## config.mk

```make
export PLATFORM = sky130hd
export DESIGN_NAME = mlt_cell
export DESIGN_NICKNAME = d
export VERILOG_FILES = /design/src/hdl/mlt_pkg.sv /design/src/hdl/mlt_cell.sv
export VERILOG_INCLUDE_DIRS = /design/src /design/src/hdl
export SDC_FILE = /design/constraint.sdc
export NUM_CORES = 1
export LEC_CHECK = 0
export BUFFER_PORTS_ARGS = -buffer_cell sky130_fd_sc_hd__buf_4
export CAP_MARGIN = 20
export CORE_ASPECT_RATIO = 0.9
export CORE_UTILIZATION = 42
export CTS_BUF_LIST = sky130_fd_sc_hd__clkbuf_16
export CTS_CLUSTER_SIZE = 12
export DETAILED_ROUTE_END_ITERATION = 12
export PLACE_DENSITY = 0.67
export SKIP_CTS_REPAIR_TIMING = 1
export SYNTH_ARGS = -nofsm -noshare
export SYNTH_HDL_FRONTEND = slang
export SYNTH_SLANG_ARGS = --single-unit
```

## constraint.sdc

```tcl
create_clock -name clk -period 5.3 [get_ports clk]
set_input_delay 1.06 -clock clk [delete_from_list [all_inputs] [get_ports clk]]
set_output_delay 1.06 -clock clk [all_outputs]
set_load 0.01 [all_outputs]
```

## src/hdl/mac_learning_table_with_aging_macros.svh

```systemverilog
// assertion macros for the mac learning table
`ifndef MAC_LEARNING_TABLE_WITH_AGING_MACROS_SVH
`define MAC_LEARNING_TABLE_WITH_AGING_MACROS_SVH

`ifndef SYNTHESIS

`define MLT_ASSERT(label, c, r, prop, msg) \
    label: assert property (@(posedge c) disable iff (!r) prop) else $error(msg);

`define MLT_ASSERT_NEXT(label, c, r, ante, cons, msg) \
    label: assert property (@(posedge c) disable iff (!r) (ante) |=> (cons)) else $error(msg);

`else

`define MLT_ASSERT(label, c, r, prop, msg)

`define MLT_ASSERT_NEXT(label, c, r, ante, cons, msg)

`endif

`endif

```

## src/hdl/mlt_pkg.sv

```systemverilog
`timescale 1ns / 1ps
`default_nettype none

package mlt_pkg;

    localparam int MLT_ENTRIES = 64;
    localparam logic [31:0] AGE_LIMIT_RESET = 32'd300;

    localparam logic [2:0] OP_LOOKUP  = 3'd0;
    localparam logic [2:0] OP_INSERT  = 3'd1;
    localparam logic [2:0] OP_DELETE  = 3'd2;
    localparam logic [2:0] OP_DISCARD = 3'd3;
    localparam logic [2:0] OP_TICK    = 3'd4;

    typedef struct packed {
        logic [2:0]  operation;
        logic [47:0] mac_address;
        logic [7:0]  port_number;
    } op_item_t;

    typedef struct packed {
        logic [7:0] found_port;
        logic       success;
        logic [6:0] removed_count;
        logic       table_full;
    } result_t;

    // token walking the cell row
    typedef struct packed {
        logic [2:0]  op;
        logic [47:0] mac;
        logic [7:0]  port;
        logic        hit;
        logic [7:0]  found;
        logic        success;
        logic [6:0]  count;
        logic        claim;
    } tok_t;

endpackage

`default_nettype wire

```

## src/hdl/mlt_cell.sv

```systemverilog
`timescale 1ns / 1ps
`default_nettype none
`include "mac_learning_table_with_aging_macros.svh"

module mlt_cell (
    input  wire logic         clk,
    input  wire logic         rst_n,
    input  wire logic [31:0]  time_now,
    input  wire logic [31:0]  age_limit,
    input  wire logic         in_valid,
    input  wire mlt_pkg::tok_t in_tok,
    output logic              out_valid,
    output mlt_pkg::tok_t     out_tok
);
    import mlt_pkg::*;

    logic        valid_reg, valid_next;
    logic [47:0] mac_reg, mac_next;
    logic [7:0]  port_reg, port_next;
    logic [31:0] seen_reg, seen_next;
    logic        tok_valid_reg;
    tok_t        tok_reg, tok_next;

    logic        match;
    logic [31:0] age;

    assign match = valid_reg && (mac_reg == in_tok.mac);
    assign age   = time_now - seen_reg;

    always_comb
    begin
        valid_next = valid_reg;
        mac_next   = mac_reg;
        port_next  = port_reg;
        seen_next  = seen_reg;
        tok_next   = in_tok;
        if (in_valid)
        begin
            case (in_tok.op)
                OP_LOOKUP:
                begin
                    if (match && !in_tok.hit)
                    begin
                        tok_next.hit = 1'b1;
                        if (age > age_limit)
                        begin
                            valid_next = 1'b0;
                        end
                        else
                        begin
                            tok_next.found = port_reg;
                        end
                    end
                end
                OP_INSERT:
                begin
                    if (in_tok.claim)
                    begin
                        // first free cell takes the new entry
                        if (!valid_reg && !in_tok.hit)
                        begin
                            valid_next       = 1'b1;
                            mac_next         = in_tok.mac;
                            port_next        = in_tok.port;
                            seen_next        = time_now;
                            tok_next.hit     = 1'b1;
                            tok_next.success = 1'b1;
                        end
                    end
                    else if (match && !in_tok.hit)
                    begin
                        seen_next    = time_now;
                        tok_next.hit = 1'b1;
                    end
                end
                OP_DELETE:
                begin
                    if (match && !in_tok.hit)
                    begin
                        valid_next       = 1'b0;
                        tok_next.hit     = 1'b1;
                        tok_next.success = 1'b1;
                    end
                end
                OP_DISCARD:
                begin
                    if (valid_reg && (port_reg == in_tok.port))
                    begin
                        valid_next     = 1'b0;
                        tok_next.count = in_tok.count + 7'd1;
                    end
                end
                default:
                begin
                    tok_next = in_tok;
                end
            endcase
        end
    end

    always_ff @(posedge clk or negedge rst_n)
    begin
        if (!rst_n)
        begin
            valid_reg     <= 1'b0;
            tok_valid_reg <= 1'b0;
        end
        else
        begin
            valid_reg     <= valid_next;
            tok_valid_reg <= in_valid;
        end
    end

    always_ff @(posedge clk)
    begin
        mac_reg  <= mac_next;
        port_reg <= port_next;
        seen_reg <= seen_next;
        tok_reg  <= tok_next;
    end

    assign out_valid = tok_valid_reg;
    assign out_tok   = tok_reg;

    `MLT_ASSERT(a_fill_only_by_claim, clk, rst_n,
        $rose(valid_reg) |-> $past(in_valid && in_tok.claim), "entry filled outside claim pass")

endmodule

`default_nettype wire

```

==> results of run 1 <==
==> worst max-delay path, stage by stage <==
cell and delay, ns:
buf_4 0.08, inv_1 0.03, ha_1 0.20, inv_1 0.07, fa_1 0.20, a21oi_1 0.09
nand4b_1 0.23, a211oi_2 0.40, o21bai_1 0.15, a21o_1 0.20, a41oi_2 0.23, nor4_1 0.07
a311o_1 0.32, ha_1 0.18, a21o_1 0.18, a21o_1 0.17, a221oi_1 0.28, o211ai_1 0.15
nor3_1 0.43, o21ai_2 0.14, buf_12 0.16, mux2_2 0.27
==> worst max-delay path by stage <==
stage	slack (ns)	end	depth (start not counted)	start
after detailed placement	-0.13	out_tok[12]	22	time_now[0]
after CTS	0.28	out_tok[12]	22	time_now[0]
after global routing	0.02	out_tok[11]	22	time_now[0]
after global placement	-0.007	out_tok[14]	22	time_now[0]
after floorplan	0.13	seen_reg[0]	5	in_tok[75]
final	0.31	out_tok[11]	22	time_now[0]
==> logic make-up after synthesis <==
logic type | after synthesis | share of synthesized area [%]
flops | 167 | 53.41
simple gates | 166 | 10.81
compound gates | 125 | 11.11
xor+xnor | 82 | 9.059
buf+inv | 80 | 3.851
fa+ha+maj | 65 | 10.35
mux | 10 | 1.405
==> report_power, final <==
| part | total [mW] | internal [mW] | switching [mW] |
|---|---|---|---|
| Combinational | 0.447 | 0.227 | 0.220 |
| Sequential | 1.42 | 1.40 | 0.0176 |
| Clock | 1.26 | 0.707 | 0.556 |
==> cells in the final DEF (no fill, tap or decap), types with 9 or more instances in the layout <==
master / n
nor3_1: 14
a21oi_1: 35
o21a_1: 9
dfxtp_1: 77
o21ai_0: 14
xor2_1: 21
nand4_1: 29
nand3_1: 16
xnor2_1: 61
inv_1: 77
buf_4: 227
nor2_1: 34
mux2_2: 9
a21o_1: 22
clkbuf_16: 17
nor4_1: 9
nand2_1: 30
ha_1: 64
edfxtp_1: 88
==> final cells by class <==
cell class	instances	area, um^2
repair buffers	228	1724
clock buffers	17	425.4
multi-input cells	448	3396
fillers	1638	7926
inverters	76	285.3
clock inverters	14	167.7
flip-flops and latches	167	4234
well taps	245	306.5
==> cell usage after synthesis, types with 2 or more instances <==
cell       instances
o22ai_1            2
a41oi_1            2
and4_1             2
nand2b_1           8
ha_1              64
xor2_1            21
a21o_1            22
dfxtp_1           77
inv_1             76
o21ai_1            2
nand2_1           30
nor2_1            35
or3_1              3
o21bai_1           5
xnor2_1           61
mux2_2             9
a311o_1            3
and3_1             4
nor4_1             9
nor3_1            14
o21a_1             9
and2_1             5
clkbuf_1           2
o21ai_0           14
nor2b_1            5
dfrtp_1            2
nand3_1           16
nand4_1           29
a31oi_1            2
o2111ai_1          2
a21oi_1           35
a211oi_1           7
a2111oi_0          2
edfxtp_1          88
o211ai_1           3
==> metrics by stage <==
stage | instance area, um^2 | setup WS, ns | power [mW] | hold slack (ns)
floorplan | 7928 | 0.1293 | 1.676 | 0.4987
detailed placement | 9946 | -0.1343 | 1.894 | 0.5150
finish | 10540 | 0.3123 | 3.128 | 0.4039
CTS | 10540 | 0.2820 | 3.159 | 0.3840
global route | 10540 | 0.02354 | 3.261 | 0.3758
global placement | 9946 | -0.007015 | 1.894 | 0.5070
==> routing by layer <==
metal | GRT usage (%) | part of all wire, % | vias to the layer above | wire length (um)
met3 | 5.952 | 6.7 | 16 | 1265
li1 | - | - | 2999 | -
met4 | 6.134 | 1.2 | 0 | 222
met1 | 26.33 | 46 | 2720 | 8746
met2 | 31.65 | 46 | 183 | 8600
met5 | 0 | 0 | - | 0
==> metrics.csv, run 1 <==
metric,value,unit
rr_startpoint,seen_reg[0],
rrSetupSlack,0.69,ns
skew,0.01071,ns
yosys_register_bits,167,
drt_iter0_drc,350,
leakage,4.662,nW
synth_cell_type_count,60,
syn_inst,695,
hold_viol,0,
end_kind,flip-flop,
fin_tns_setup,0,ns
pwr_density_cell,296.8,nW/um^2
first_global_vias,6020,
hpwl,14850,um
stdcell_count,1195,
yosys_warnings,0,
setup_violations,0,
synthTopCellsByArea,"edfxtp_1 (33%), dfxtp_1 (19%), ha_1 (10%)",
yosysSeqAreaShare,53.41,%
crit_required,5.62,ns
min_path_type,in2async,
first_pass_iters,4,
grt.overflow.total,0,
path_class,in2reg,
slew_violations,0,
netlist_area,7928,um^2
synthArstFlopShare,1.198,%
ir_drop,211.2,uV
rsz0062_at_grt,false,
r2r_cells,20,
synth-edff-count,88,
synth-main-ff-cell,edfxtp_1,
dp.cells,1164,
routed_wl,18840,um
cp.arrival,5.31,ns
clkSinkCount,167,
antenna_left,0,
drive_gt1_share,29.47,%
n_antenna_cell,0,
vias,5918,
utilization,57.07,%
io_pins,222,
status,completed,
fp.dieW,146.8,um
antenna_found_initial,0,
route.detailed.drc,0,
clockRootBuffer,clkbuf_16,
r2r_end,out_tok[11],
portBuffers,221,
path_max_fanout,8,
die_h,132.3,um
maxCapViolations,0,
place.gp.congestion,0.8626,
clkLatencyLatePin,0.43,ns
worstMarginPinSlew,0.6224,ns
critPathLaunchType,input pin,
grt_max_degree,49,
cts_inserted_buffers,17,
synth_top_area_share,33.33,%
largest_reg_flops,77,
start_util,42.93,%
maxSlewHeadroom,58.51,%
avgSynthCellArea,11.41,um^2
row_count,47,
yosys.area.top_type,edfxtp_1,
grt_pass1_wl,29990,um
final_nets,1147,
htree_levels,4,
fmax,200.5,MHz
wl_per_cell,15.76,um
core,18470,um^2
grt_usage,20.01,%
cts_max_path_buffers,2,
synth_fp_nets,904,
area_delta_synth_final,32.94,%
cts_tree,yes,
fin_crit,4.988,ns
timing.final.crit_share,94.11,%
drt-vias-per-instance,4.952,
cts.reportedPaths.clkPinSlew,0.07,ns
dieArea,19430,um^2
No activity file was read; power rests on OpenSTA's default activity.
==> run 2: changes to the inputs <==
--- a/config.mk
+++ b/config.mk
@@ -14,6 +14,7 @@
 export CTS_CLUSTER_SIZE = 12
 export DETAILED_ROUTE_END_ITERATION = 12
 export PLACE_DENSITY = 0.67
+export REMOVE_ABC_BUFFERS = 1
 export SKIP_CTS_REPAIR_TIMING = 1
 export SYNTH_ARGS = -nofsm -noshare
 export SYNTH_HDL_FRONTEND = slang
==> run 2 against run 1 <==
Compared with the run above: sequential share of layout area decreased by 0.081 points; setup slack improved by 0.073 ns; maximum frequency increased by 1.5%; clock skew increased by 0.011 ns; critical path type unchanged; combinational power increased by 1%; register-to-register slack improved by 0.08 ns; sequential cell count unchanged; routed wire length increased by 1.9%; first-iteration DRC count decreased by 7.4%; utilization increased by 0.12 points; global-route usage increased by 0.54 points.
==> metrics.csv, run 2 (synthesized netlist as in run 1, its figures left out) <==
metric,value,unit,change
maxCapViolations,0,,unchanged
fin_tns_setup,0,ns,unchanged
critical_path.startpoint,time_now[0],,unchanged
worstMarginPinSlew,0.7561,ns,was 0.6224 ns
grt_pass1_wl,30770,um,was 29990 um
slowest_stage,a211oi_2,,was nor3_1
layout_commonest_cell,buf_4,,unchanged
htree_levels,4,,unchanged
place.gp.congestion,0.8731,,was 0.8626
first_pass_iters,5,,was 4
path_max_fanout,8,,unchanged
clkLatencyLatePin,0.44,ns,was 0.43 ns
n_antenna_cell,0,,unchanged
start_util,42.93,%,unchanged
ir_drop,238.1,uV,was 211.2 uV
critPathLaunchType,input pin,,unchanged
first_global_vias,6073,,was 6020
grt_usage,20.55,%,was 20.01%
fp.dieW,146.8,um,unchanged
pwr_density_cell,290.5,nW/um^2,was 296.8 nW/um^2
skew,0.02186,ns,was 0.01071 ns
rr_startpoint,seen_reg[0],,unchanged
antenna_left,0,,unchanged
maxSlewHeadroom,49.59,%,was 58.51%
rsz0062_at_grt,false,,unchanged
cts_max_path_buffers,2,,unchanged
routed_wl,19190,um,was 18840 um
drt-vias-per-instance,5.008,,was 4.952
io_pins,222,,unchanged
drt_iter0_drc,324,,was 350
placed_area,9991,um^2,was 9946 um^2
status,completed,,unchanged
fmax,203.5,MHz,was 200.5 MHz
crit_family,compound AO/OA/AOI/OAI gates,,unchanged
cp.arrival,5.23,ns,was 5.31 ns
timing.final.crit_share,92.72,%,was 94.11%
clkSinkCount,167,,unchanged
wl_per_cell,15.97,um,was 15.76 um
min_path_type,in2async,,unchanged
fin_crit,4.914,ns,was 4.988 ns
end_kind,flip-flop,,unchanged
setup_violations,0,,unchanged
path_class,in2reg,,unchanged
leakage,4.675,nW,was 4.662 nW
final_nets,1153,,was 1147
clockRootBuffer,clkbuf_16,,unchanged
drive_gt1_share,29.99,%,was 29.47%
total_power,3.068,mW,was 3.128 mW
dieArea,19430,um^2,unchanged
utilization,57.19,%,was 57.07%
cts.reportedPaths.clkPinSlew,0.07,ns,about the same
stdcell_area,10560,um^2,was 10540 um^2
crit_required,5.62,ns,about the same
die_h,132.3,um,unchanged
core,18470,um^2,unchanged
cts_tree,yes,,unchanged
cts_inserted_buffers,17,,unchanged
slew_violations,0,,unchanged
route.detailed.drc,0,,unchanged
area_delta_synth_final,33.21,%,was 32.94%
grt_max_degree,58,,was 49
cpPeakStageDelay,0.37,ns,was 0.43 ns
antenna_found_initial,0,,unchanged
final_cell_mix,"buf_4 (233), edfxtp_1 (88), inv_1 (77), dfxtp_1 (77), ha_1 (64)",,"was buf_4 (227), edfxtp_1 (88), inv_1 (77), dfxtp_1 (77), ha_1 (64)"
crit_chain,"buf_4, inv_1, ha_1, inv_1, fa_1, a21oi_1, nand4b_1, a211oi_2, o21bai_1, a21o_1, a41oi_2, nor4_1, a311o_1, ha_1, nand4_1, nor2_1, and4_1, o21ai_0, o211ai_1, mux2i_1, o21ai_2, buf_12, mux2_2",,"was buf_4, inv_1, ha_1, inv_1, fa_1, a21oi_1, nand4b_1, a211oi_2, o21bai_1, a21o_1, a41oi_2, nor4_1, a311o_1, ha_1, a21o_1, a21o_1, a221oi_1, o211ai_1, nor3_1, o21ai_2, buf_12, mux2_2"
portBuffers,221,,unchanged
n_fill_cell,1620,,was 1638
holdWs,0.4010,ns,was 0.4039 ns
timing.critical_path.buf_inv,4,,unchanged
grt.overflow.total,0,,unchanged
vias,6020,,was 5918
row_count,47,,unchanged
hold_viol,0,,unchanged
hpwl,15090,um,was 14850 um
largest_reg_flops,77,,unchanged
==> run 2: cell count changes in the layout (fill, tap and decap cells not counted), sizes merged <==
cell | before | now
buf | 228 | 234
clkinvlp | 1 | 2
bufinv | 2 | 0
inv | 83 | 85
==> run 2: power breakdown <==
| part | total (mW) | switching (mW) | internal (mW) |
|---|---|---|---|
| Clock | 1.20 | 0.575 | 0.620 |
| Combinational | 0.453 | 0.222 | 0.231 |
| Sequential | 1.42 | 0.0185 | 1.40 |
| Total | 3.07 | 0.816 | 2.25 |
==> run 2: final timing paths <==
| check | cells after the start | slack, ns | end |
|---|---|---|---|
| max | 23 | 0.39 | out_tok[12] |
| min | 1 | 0.40 | out_valid |
| max reg2reg | 21 | 0.77 | out_tok[12] |
| min reg2reg | 1 | 0.53 | out_tok[14] |
| max in group asynchronous | 1 | 4.81 | valid_reg |
| min in group clk | 1 | 0.53 | out_tok[14] |
==> run 2: per-layer routing <==
| layer | up-vias | track usage [%] | share of wire (%) |
|---|---|---|---|
| met2 | 209 | 33.02 | 47 |
| met5 | - | 0 | 0 |
| li1 | 3009 | - | - |
| met4 | 0 | 7.002 | 1.8 |
| met1 | 2779 | 25.83 | 45 |
| met3 | 23 | 6.920 | 7.2 |
==> run 2: worst register-to-register path, stage by stage (launching register included) <==
cell and delay, ns:
edfxtp_1 0.37, ha_1 0.20, inv_1 0.07, fa_1 0.21, a21oi_1 0.09, nand4b_1 0.22
a211oi_2 0.37, o21bai_1 0.14, a21o_1 0.20, a41oi_2 0.23, nor4_1 0.07, a311o_1 0.34
ha_1 0.28, nand4_1 0.11, nor2_1 0.17, and4_1 0.22, o21ai_0 0.10, o211ai_1 0.16
mux2i_1 0.18, o21ai_2 0.20, buf_12 0.16, mux2_2 0.33
==> run 2: through the flow <==
step / std cells / worst slack, ns
after floorplan: 691 / 0.1293
after global placement: 1170 / 0.08127
after detailed placement: 1170 / -0.06206
after CTS: 1202 / 0.3738
after global routing: 1202 / 0.01028
final: 1202 / 0.3857
==> run 2: layout make-up <==
cell class	instances	area, um^2	share of cell area (%)
repair buffers	234	1769	16.75
multi-input cells	448	3401	32.20
well taps	245	306.5	2.903
clock buffers	17	425.4	4.028
inverters	76	285.3	2.701
clock inverters	15	138.9	1.315
flip-flops and latches	167	4234	40.09
